## config.mk

```make
export PLATFORM = sky130hd
export DESIGN_NAME = dhcp_lease_table_top
export DESIGN_NICKNAME = d
export VERILOG_FILES = /design/src/rtl/core/dlt_pkg.sv /design/src/rtl/core/dlt_ram.sv /design/src/rtl/core/dlt_ctrl.sv /design/src/rtl/core/dlt_dp.sv /design/src/rtl/core/dhcp_lease_table_top.sv
export SDC_FILE = /design/constraint.sdc
export NUM_CORES = 2
export LEC_CHECK = 0
export BUFFER_PORTS_ARGS = -buffer_cell sky130_fd_sc_hd__clkbuf_2
export CAP_MARGIN = 25
export CORE_MARGIN = 2
export CORE_UTILIZATION = 40
export CTS_CLUSTER_DIAMETER = 80
export DETAILED_ROUTE_END_ITERATION = 7
export HOLD_SLACK_MARGIN = 0.08
export PLACE_DENSITY = 0.57
export SLEW_MARGIN = 20
export SYNTH_ARGS = -nofsm -noshare
export SYNTH_HDL_FRONTEND = slang
export SYNTH_SLANG_ARGS = --single-unit
```

## constraint.sdc

```tcl
create_clock -name clk -period 11.89 [get_ports clk]
set_input_delay 1.7835 -clock clk [delete_from_list [all_inputs] [get_ports clk]]
set_output_delay 1.7835 -clock clk [all_outputs]
set_load 0.03 [all_outputs]
```

## src/rtl/core/dlt_pkg.sv

```systemverilog
package dlt_pkg;

  localparam int POOL_SLOTS_DEF = 32;

  localparam int MODE_W  = 2;
  localparam int MAC_W   = 48;
  localparam int IP_W    = 32;
  localparam int KIND_W  = 2;
  localparam int SLOT_W  = 5;
  localparam int COUNT_W = 6;

  localparam int IN_DATA_W  = 80;
  localparam int IN_USER_W  = 3;
  localparam int OUT_DATA_W = 40;
  localparam int OUT_USER_W = 2;

  localparam int CFG_ADDR_W = 2;
  localparam int CFG_DATA_W = 32;

  localparam logic [CFG_ADDR_W-1:0] CFG_SERVER_IP  = 2'd0;
  localparam logic [CFG_ADDR_W-1:0] CFG_POOL_START = 2'd1;
  localparam logic [CFG_ADDR_W-1:0] CFG_POOL_COUNT = 2'd2;

  typedef enum logic [MODE_W-1:0] {
    MODE_DISCOVER = 2'd0,
    MODE_REQUEST  = 2'd1,
    MODE_INFORM   = 2'd2,
    MODE_OTHER    = 2'd3
  } mode_t;

  typedef enum logic [KIND_W-1:0] {
    KIND_OFFER = 2'd0,
    KIND_ACK   = 2'd1,
    KIND_NONE  = 2'd2
  } kind_t;

  typedef enum logic [2:0] {
    ST_IDLE,
    ST_PREP,
    ST_RD,
    ST_CMP,
    ST_FREE,
    ST_BIND,
    ST_DONE
  } state_t;

  // controller -> datapath
  typedef struct packed {
    logic load_item;
    logic prep;
    logic rd;
    logic cmp;
    logic free_wr;
    logic bind_wr;
    logic out_load;
  } dlt_cmd_t;

  // datapath -> controller
  typedef struct packed {
    logic scan_skip;
    logic scan_last;
    logic disc;
    logic out_busy;
  } dlt_sts_t;

  // last octet of a slot: start + i, plus one at and past the server octet
  function automatic logic [7:0] slot_octet(input logic [7:0] start,
                                            input logic [7:0] idx,
                                            input logic       skip,
                                            input logic [7:0] skip_at);
    logic bump;
    bump = skip && (idx >= skip_at);
    return start + idx + {7'd0, bump};
  endfunction

endpackage

```

## src/rtl/core/dlt_ram.sv

```systemverilog
module dlt_ram #(
  parameter int WIDTH = 48,
  parameter int DEPTH = 32,
  localparam int AW   = (DEPTH > 1) ? $clog2(DEPTH) : 1
) (
  input  logic             clk,
  input  logic             we,
  input  logic [AW-1:0]    waddr,
  input  logic [WIDTH-1:0] wdata,
  input  logic [AW-1:0]    raddr,
  output logic [WIDTH-1:0] rdata
);

  logic [WIDTH-1:0] mem [DEPTH];

  always_ff @(posedge clk) begin
    if (we) begin
      mem[waddr] <= wdata;
    end
    rdata <= mem[raddr];
  end

endmodule

```

## src/rtl/core/dlt_ctrl.sv

```systemverilog
module dlt_ctrl
  import dlt_pkg::*;
(
  input  logic     clk,
  input  logic     rst_n,
  input  logic     in_valid,
  input  dlt_sts_t sts,
  output logic     in_ready,
  output dlt_cmd_t cmd
);

  state_t state_r, state_nxt;

  always_ff @(posedge clk) begin
    if (!rst_n) begin
      state_r <= ST_IDLE;
    end else begin
      state_r <= state_nxt;
    end
  end

  always_comb begin
    state_nxt = state_r;
    unique case (state_r)
      ST_IDLE: begin
        if (in_valid) state_nxt = ST_PREP;
      end
      ST_PREP: begin
        state_nxt = sts.scan_skip ? ST_DONE : ST_RD;
      end
      ST_RD: begin
        state_nxt = ST_CMP;
      end
      ST_CMP: begin
        if (sts.scan_last) begin
          state_nxt = sts.disc ? ST_DONE : ST_FREE;
        end else begin
          state_nxt = ST_RD;
        end
      end
      ST_FREE: begin
        state_nxt = ST_BIND;
      end
      ST_BIND: begin
        state_nxt = ST_DONE;
      end
      ST_DONE: begin
        if (!sts.out_busy) state_nxt = ST_IDLE;
      end
      default: begin
        state_nxt = ST_IDLE;
      end
    endcase
  end

  // nothing is taken while reset is held
  always_comb begin
    cmd      = '0;
    in_ready = 1'b0;
    unique case (state_r)
      ST_IDLE: begin
        in_ready      = rst_n;
        cmd.load_item = in_valid && rst_n;
      end
      ST_PREP: cmd.prep     = 1'b1;
      ST_RD:   cmd.rd       = 1'b1;
      ST_CMP:  cmd.cmp      = 1'b1;
      ST_FREE: cmd.free_wr  = 1'b1;
      ST_BIND: cmd.bind_wr  = 1'b1;
      ST_DONE: cmd.out_load = !sts.out_busy;
      default: begin
        cmd = '0;
      end
    endcase
  end

endmodule

```

## src/rtl/core/dlt_dp.sv

```systemverilog
module dlt_dp
  import dlt_pkg::*;
#(
  parameter int POOL_SLOTS = POOL_SLOTS_DEF
) (
  input  logic                  clk,
  input  logic                  rst_n,
  input  logic                  cfg_we,
  input  logic [CFG_ADDR_W-1:0] cfg_addr,
  input  logic [CFG_DATA_W-1:0] cfg_wdata,
  input  logic [IN_DATA_W-1:0]  in_tdata,
  input  logic [IN_USER_W-1:0]  in_tuser,
  input  dlt_cmd_t              cmd,
  output dlt_sts_t              sts,
  output logic                  out_tvalid,
  input  logic                  out_tready,
  output logic [OUT_DATA_W-1:0] out_tdata,
  output logic [OUT_USER_W-1:0] out_tuser
);

  localparam int IDX_W = (POOL_SLOTS > 1) ? $clog2(POOL_SLOTS) : 1;
  localparam int CNT_W = $clog2(POOL_SLOTS + 1);

  // config
  logic [IP_W-1:0]    server_ip_r;
  logic [7:0]         pool_start_r;
  logic [COUNT_W-1:0] pool_count_r;

  always_ff @(posedge clk) begin
    if (!rst_n) begin
      server_ip_r  <= '0;
      pool_start_r <= '0;
      pool_count_r <= '0;
    end else if (cfg_we) begin
      unique case (cfg_addr)
        CFG_SERVER_IP:  server_ip_r  <= cfg_wdata;
        CFG_POOL_START: pool_start_r <= cfg_wdata[7:0];
        CFG_POOL_COUNT: pool_count_r <= cfg_wdata[COUNT_W-1:0];
        default: ;
      endcase
    end
  end

  // item
  mode_t           mode_r;
  logic [MAC_W-1:0] mac_r;
  logic [IP_W-1:0]  req_ip_r;
  logic             req_ok_r;

  always_ff @(posedge clk) begin
    if (cmd.load_item) begin
      mode_r   <= mode_t'(in_tuser[1:0]);
      req_ok_r <= in_tuser[2];
      mac_r    <= in_tdata[MAC_W-1:0];
      req_ip_r <= in_tdata[MAC_W+IP_W-1:MAC_W];
    end
  end

  // pool layout
  logic [8:0]       cnt_lim, cnt_req, n0;
  logic [7:0]       skip_at_c;
  logic             skip_c;
  logic [CNT_W-1:0] n_c;

  always_comb begin
    cnt_lim   = 9'(POOL_SLOTS);
    cnt_req   = 9'(pool_count_r);
    n0        = (cnt_req > cnt_lim) ? cnt_lim : cnt_req;
    skip_at_c = server_ip_r[7:0] - pool_start_r;
    skip_c    = (9'(skip_at_c) < n0);
    n_c       = CNT_W'(n0 - 9'(skip_c));
  end

  logic [CNT_W-1:0] n_r;
  logic             skip_r;
  logic [7:0]       skip_at_r;
  logic [CNT_W-1:0] cnt_r;

  // scan bookkeeping
  logic             mac_hit_r, zero_hit_r, addr_hit_r, bind_ok_r;
  logic [IDX_W-1:0] mac_idx_r, zero_idx_r, addr_idx_r;
  logic [MAC_W-1:0] addr_mac_r;

  logic [POOL_SLOTS-1:0] valid_r;
  logic                  ram_we;
  logic [IDX_W-1:0]      ram_waddr;
  logic [MAC_W-1:0]      ram_wdata;
  logic [MAC_W-1:0]      ram_rdata;
  logic [IDX_W-1:0]      slot;
  logic [MAC_W-1:0]      slot_mac;
  logic [7:0]            scan_octet;
  logic                  addr_eq;
  logic                  bind_go;

  dlt_ram #(
    .WIDTH(MAC_W),
    .DEPTH(POOL_SLOTS)
  ) u_ram (
    .clk  (clk),
    .we   (ram_we),
    .waddr(ram_waddr),
    .wdata(ram_wdata),
    .raddr(slot),
    .rdata(ram_rdata)
  );

  always_comb begin
    slot       = cnt_r[IDX_W-1:0];
    slot_mac   = valid_r[slot] ? ram_rdata : '0;
    scan_octet = slot_octet(pool_start_r, 8'(cnt_r), skip_r, skip_at_r);
    addr_eq    = ({server_ip_r[31:8], scan_octet} == req_ip_r);
    // addressed slot is vacant if it read empty or is the client's own slot, freed before
    bind_go    = addr_hit_r &&
                 ((mac_hit_r && (mac_idx_r == addr_idx_r)) || (addr_mac_r == '0));
    ram_we     = (cmd.free_wr && mac_hit_r) || (cmd.bind_wr && bind_go);
    ram_waddr  = cmd.bind_wr ? addr_idx_r : mac_idx_r;
    ram_wdata  = cmd.bind_wr ? mac_r : '0;
  end

  always_ff @(posedge clk) begin
    if (!rst_n) begin
      valid_r <= '0;
    end else if (ram_we) begin
      valid_r[ram_waddr] <= 1'b1;
    end
  end

  always_ff @(posedge clk) begin
    if (!rst_n) begin
      cnt_r      <= '0;
      mac_hit_r  <= 1'b0;
      zero_hit_r <= 1'b0;
      addr_hit_r <= 1'b0;
      bind_ok_r  <= 1'b0;
    end else begin
      if (cmd.prep) begin
        n_r        <= n_c;
        skip_r     <= skip_c;
        skip_at_r  <= skip_at_c;
        cnt_r      <= '0;
        mac_hit_r  <= 1'b0;
        zero_hit_r <= 1'b0;
        addr_hit_r <= 1'b0;
        bind_ok_r  <= 1'b0;
      end
      if (cmd.cmp) begin
        cnt_r <= cnt_r + 1'b1;
        if (!mac_hit_r && (slot_mac == mac_r)) begin
          mac_hit_r <= 1'b1;
          mac_idx_r <= slot;
        end
        if (!zero_hit_r && (slot_mac == '0)) begin
          zero_hit_r <= 1'b1;
          zero_idx_r <= slot;
        end
        if (!addr_hit_r && addr_eq) begin
          addr_hit_r <= 1'b1;
          addr_idx_r <= slot;
          addr_mac_r <= slot_mac;
        end
      end
      if (cmd.bind_wr && bind_go) begin
        bind_ok_r <= 1'b1;
      end
    end
  end

  // result
  kind_t            kind_c;
  logic [IDX_W-1:0] res_idx;
  logic [IP_W-1:0]  ip_c;
  logic [7:0]       res_octet;
  logic             out_valid_r;
  kind_t            out_kind_r;
  logic [IP_W-1:0]  out_ip_r;
  logic [SLOT_W-1:0] out_slot_r;

  always_comb begin
    kind_c  = KIND_NONE;
    res_idx = '0;
    priority if (mode_r == MODE_DISCOVER && mac_hit_r) begin
      kind_c  = KIND_OFFER;
      res_idx = mac_idx_r;
    end else if (mode_r == MODE_DISCOVER && zero_hit_r) begin
      kind_c  = KIND_OFFER;
      res_idx = zero_idx_r;
    end else if (mode_r != MODE_DISCOVER && bind_ok_r) begin
      kind_c  = KIND_ACK;
      res_idx = addr_idx_r;
    end else begin
      kind_c  = KIND_NONE;
    end
    res_octet = slot_octet(pool_start_r, 8'(res_idx), skip_r, skip_at_r);
    ip_c      = (kind_c == KIND_NONE) ? '0 : {server_ip_r[31:8], res_octet};
  end

  always_ff @(posedge clk) begin
    if (!rst_n) begin
      out_valid_r <= 1'b0;
    end else if (cmd.out_load) begin
      out_valid_r <= 1'b1;
    end else if (out_tready) begin
      out_valid_r <= 1'b0;
    end
  end

  always_ff @(posedge clk) begin
    if (cmd.out_load) begin
      out_kind_r <= kind_c;
      out_ip_r   <= ip_c;
      out_slot_r <= SLOT_W'(res_idx);
    end
  end

  assign out_tvalid = out_valid_r;
  assign out_tdata  = {3'd0, out_slot_r, out_ip_r};
  assign out_tuser  = out_kind_r;

  always_comb begin
    sts.scan_skip = (mode_r == MODE_OTHER) ||
                    (mode_r == MODE_REQUEST && !req_ok_r) ||
                    (n_c == '0);
    sts.scan_last = ({1'b0, cnt_r} + 1'b1) >= {1'b0, n_r};
    sts.disc      = (mode_r == MODE_DISCOVER);
    sts.out_busy  = out_valid_r && !out_tready;
  end

endmodule

```

## src/rtl/core/dhcp_lease_table_top.sv

```systemverilog
// Channel  | Ports                    | Contents (low bits first)
// ---------+--------------------------+-------------------------------------------
// in       | in_tvalid/tready/tdata/  | tdata: client_mac[47:0], requested_ip[79:48]
//          | tuser                    | tuser: mode[1:0], requested_ip_ok[2]
// out      | out_tvalid/tready/tdata/ | tdata: assigned_ip[31:0], slot_index[36:32]
//          | tuser                    | tuser: reply_kind[1:0]
// cfg      | cfg_we/addr/wdata        | 0 server_ip, 1 pool_start, 2 pool_count
//
// One request at a time. A request sets up the pool, then walks the slots
// (n active slots, one RAM read plus one compare per slot), then does a free
// and a bind write for request/inform, then loads the result.
// The registered read of the lease RAM sets the pace.
// Reset (rst_n low, synchronous) clears config and all slot valid bits at
// once: every slot reads vacant right after reset, no clearing pass.
// A finished result waits in the output register; the next request is
// taken meanwhile and only stalls at its own result load.
module dhcp_lease_table_top
  import dlt_pkg::*;
#(
  parameter int POOL_SLOTS = POOL_SLOTS_DEF
) (
  input  logic                  clk,
  input  logic                  rst_n,
  // configuration writes
  input  logic                  cfg_we,
  input  logic [CFG_ADDR_W-1:0] cfg_addr,
  input  logic [CFG_DATA_W-1:0] cfg_wdata,
  // request channel
  input  logic                  in_tvalid,
  output logic                  in_tready,
  input  logic [IN_DATA_W-1:0]  in_tdata,   // client_mac, requested_ip
  input  logic [IN_USER_W-1:0]  in_tuser,   // mode, requested_ip_ok
  // reply channel
  output logic                  out_tvalid,
  input  logic                  out_tready,
  output logic [OUT_DATA_W-1:0] out_tdata,  // assigned_ip, slot_index
  output logic [OUT_USER_W-1:0] out_tuser   // reply_kind
);

  dlt_cmd_t cmd;
  dlt_sts_t sts;

  // sequencer: idle, pool setup, read/compare per slot, free, bind, reply
  dlt_ctrl u_ctrl (
    .clk     (clk),
    .rst_n   (rst_n),
    .in_valid(in_tvalid),
    .sts     (sts),
    .in_ready(in_tready),
    .cmd     (cmd)
  );

  // config, lease RAM with valid bits, slot walk bookkeeping, reply register
  dlt_dp #(
    .POOL_SLOTS(POOL_SLOTS)
  ) u_dp (
    .clk       (clk),
    .rst_n     (rst_n),
    .cfg_we    (cfg_we),
    .cfg_addr  (cfg_addr),
    .cfg_wdata (cfg_wdata),
    .in_tdata  (in_tdata),
    .in_tuser  (in_tuser),
    .cmd       (cmd),
    .sts       (sts),
    .out_tvalid(out_tvalid),
    .out_tready(out_tready),
    .out_tdata (out_tdata),
    .out_tuser (out_tuser)
  );

endmodule

```

==> results.md <==
* Synth top area share at 71.4%
* Distinct cell type count after synthesis at 73
* Setup Viol. Count Final at 0
* Ports at 166
* Startpoint types: flip-flop
* Post-Synth XOR/XNOR Area at 0.948%
* Pwr dens at 164 nW/um2
* Area share of fa/ha/maj cells after synthesis at less than 1%
* Leakage at 29.8 nW
* Sink Count at roughly 1.9k
* Max clock buf depth at 3
* Avg Cell Area, Syn at 20.9 um2
* Post-CTS setup buffers at 0
* Min cycle time layout at around 5.9 ns
* First-pass GRT wire length at approximately 270000 um
* Initial antenna violation count at 5
* Resized Gates After CTS at 0
* Hold Path Sink: u_dp.valid_r[16]
* Final Hold Violating Endpoints at 0
* Clock Root Buffer: clkbuf_16
* Max-slew violations at 0
* R2R Setup Slk at 6.03 ns
* Synth Area in Compound Gates at 2.15%
* Die width at 431 um
* Routed Antenna Nets at 0
* Status: complete, no violations
* Worst-path clk slew at about 0.060 ns
* Reg2reg end: u_dp.addr_mac_r[6]
* Reg area at 55000 um2
* Worst hold path startpoint: u_dp.valid_r[16]
* Grt ovf at 0
* Area delta synth->final at 15.0%
* Setup TNS at 0 ns
* Vias in the first global route at 35.9k
* Mux cell area share after synthesis at 16.1%
* Mapped Cells at 3487
* Nets at between 3k and 4k
* Setup repair after global routing missed its margin: no
* Hold Crit Class: reg -> reg
* Ratio of cells with drive above 1 in the final layout at slightly below 30%
* R2r worst-path depth at 16
* Top_reg_cell synth: edfxtp_1
* Asr flop ratio synth at 0%
* Cell Area, Synth at 73000 um2
* Largest net degree at the start of global routing at 83
* Final GP Congestion at 0.907
* Via count at 36.1k
* Synth warn at 0
* Die area at 186000 um2
* I/O Buffers at around 160
* Worst r2r src: u_dp.cnt_r[3]
* Critical Path AT at 6.29 ns
* Num rows at roughly 160
* Worst slew pin tran at ~1.1 ns
* Initial core utilization at 40.3%
* 1st-iter DRT viols at about 4k
* Number of synthesized register bits at 1876
* EDFF count, synth at 1736
* Cts bufs inserted at 192
* Yosys top cell by area: edfxtp_1
* Main combinational cell family by area after synthesis: multiplexers
* Hpwl dp at 107000 um
* Largest cells by area after synthesis: edfxtp_1 71%, mux4_2 15%, dfxtp_1 3.8%
* Diode count at 0
* CTS tree: yes
* Worst hold slack at 0.462 ns
* Fin crit share at between 40% and 50%
* Clock Skew at about 0.069 ns
* Hold Crit Depth at 1
* Avg Vias per Cell at 5.72
* Htree depth at 4
* Worst skew pair latency at 0.84 ns
* Area of the core at approximately 180000 um2
* Layout fillers at 15.0k
* Avg WL per Cell at ~31 um
* CP required at 12.32 ns
* Initial DRT Pass Iterations at 8
* Max cap viols at 0
* Routed wire length at 194000 um
* Worst-path fanout max at 53
* DRC Markers at 0
* Max_slew headroom at between 20% and 30%
* Top cells by count, synth: 1736 x edfxtp_1, 480 x mux4_2, 140 x dfxtp_1
* Die height at 431 um
* Worst vdd ir at 0.000119 V
* Global-route usage over all layers at 20.8%
* Post-CTS Hold Buffers at 0
* CP Capture Type: flip-flop
* Multi-input logic area at 17500 um2
* Post-DP Area at 77100 um2
* Most frequent cell after synthesis: edfxtp_1
* Sequential share of the synthesized area at 75.2%
* Synth Area in Simple Gates at 3.51%
* Kind of critical path: reg -> reg
* Peak Freq at 0.171 GHz
* Fin area at about 84000 um2
[through the flow]
| stage | instances | worst slack, ns | util (%) | power [W] |
|---|---|---|---|---|
| after CTS | 6297 | 6.05 | 46.2 | 0.0139 |
| after floorplan | 3489 | 4.65 | - | 0.00758 |
| after global placement | 5936 | 6.13 | 42.5 | 0.00771 |
| after global routing | 6315 | 5.75 | 46.4 | 0.0142 |
| after detailed placement | 5939 | 6.08 | 42.6 | 0.00771 |
| final | 6315 | 6.03 | 46.4 | 0.0138 |
[area by class of cell]
| type | instances | share of cell area, % |
|---|---|---|
| inverters | 56 | 0.250 |
| flip-flops and latches | 1876 | 65.4 |
| repair buffers | 263 | 2.09 |
| clock inverters | 110 | 1.68 |
| clock buffers | 248 | 6.21 |
| well taps | 2370 | 3.53 |
| multi-input cells | 1392 | 20.8 |
[worst max-delay path, stage by stage (launching register included)]
cell      delay (ns)
dfxtp_4         0.73
buf_4           0.76
ha_1            0.36
nor2b_1         0.13
o21ai_0         0.16
nand2b_1        0.08
a21oi_1         0.14
nor2_1          0.07
fa_1            0.41
fa_1            0.52
xnor2_1         0.12
nand4_1         0.11
nor4_1          0.30
nand4_1         0.14
or4_1           0.61
nor2_4          0.12
buf_4           0.56
[cell families after synthesis]
logic type / Yosys count
flip-flops: 1876
other: 1
XOR/XNOR: 79
AND/OR/NAND/NOR: 480
multiplexers: 566
AO/OA/AOI/OAI: 218
buffers and inverters: 221
adder cells (fa/ha/maj): 46
[power by group]
| part | switching (W) | internal [W] | total [W] |
|---|---|---|---|
| Sequential | 0.0000476 | 0.00719 | 0.00724 |
| Combinational | 0.000203 | 0.000132 | 0.000335 |
| Clock | 0.00262 | 0.00361 | 0.00623 |
[worst max-delay path by stage]
| stage | start | endpoint | slack, ns | cells after the start |
|---|---|---|---|---|
| finish | u_dp.cnt_r[3] | u_dp.addr_mac_r[6] | 6.03 | 16 |
| global route | u_dp.cnt_r[3] | u_dp.addr_mac_r[44] | 5.75 | 16 |
| CTS | u_dp.cnt_r[3] | u_dp.addr_mac_r[6] | 6.05 | 16 |
| detailed placement | u_dp.cnt_r[3] | u_dp.addr_mac_r[26] | 6.08 | 16 |
| global placement | u_dp.cnt_r[3] | u_dp.addr_mac_r[34] | 6.13 | 16 |
| floorplan | u_dp.cnt_r[0] | u_dp.addr_idx_r[0] | 4.65 | 21 |
[metal layers]
layer	track usage, %	routed length [um]	vias up
met5	0	0	-
met4	4.70	3610	0
met3	3.13	11800	248
met2	33.9	94900	1412
met1	29.7	84000	19560
li1	-	-	14925
[cells in the final DEF (no fill, tap or decap), types with 8 or more instances in the layout]
cell / count
nand3_1: 21
o21a_1: 33
nand4_1: 19
nor2b_1: 66
nor2_4: 33
xor2_1: 30
mux2_2: 51
clkinv_2: 38
a21boi_0: 40
xnor2_1: 49
bufinv_16: 22
nand2b_1: 12
mux4_2: 480
buf_8: 19
nor3_1: 13
nor2_1: 41
o21ai_0: 24
dfxtp_1: 135
nand2_1: 115
ha_1: 41
clkbuf_1: 37
and2_2: 8
buf_4: 78
a22oi_1: 10
mux2i_1: 35
a21oi_1: 35
clkinv_16: 11
edfxtp_1: 1736
a21o_1: 18
clkbuf_8: 16
inv_1: 55
clkbuf_2: 163
a41oi_1: 9
clkbuf_16: 194
nor4_1: 31
clkinv_1: 27
and2_1: 82
[flip-flops by register name, summed over array words and instances, names as in the netlist, 32 cells and up]
register and count:
u_dp.valid_r 32, u_dp.u_ram.rdata 48, u_dp.mac_r 48, u_dp.server_ip_r 32
u_dp.out_ip_r 32, u_dp.addr_mac_r 48, u_dp.req_ip_r 32, u_dp.u_ram.mem 1536
No activity file was read; power rests on OpenSTA's default activity.
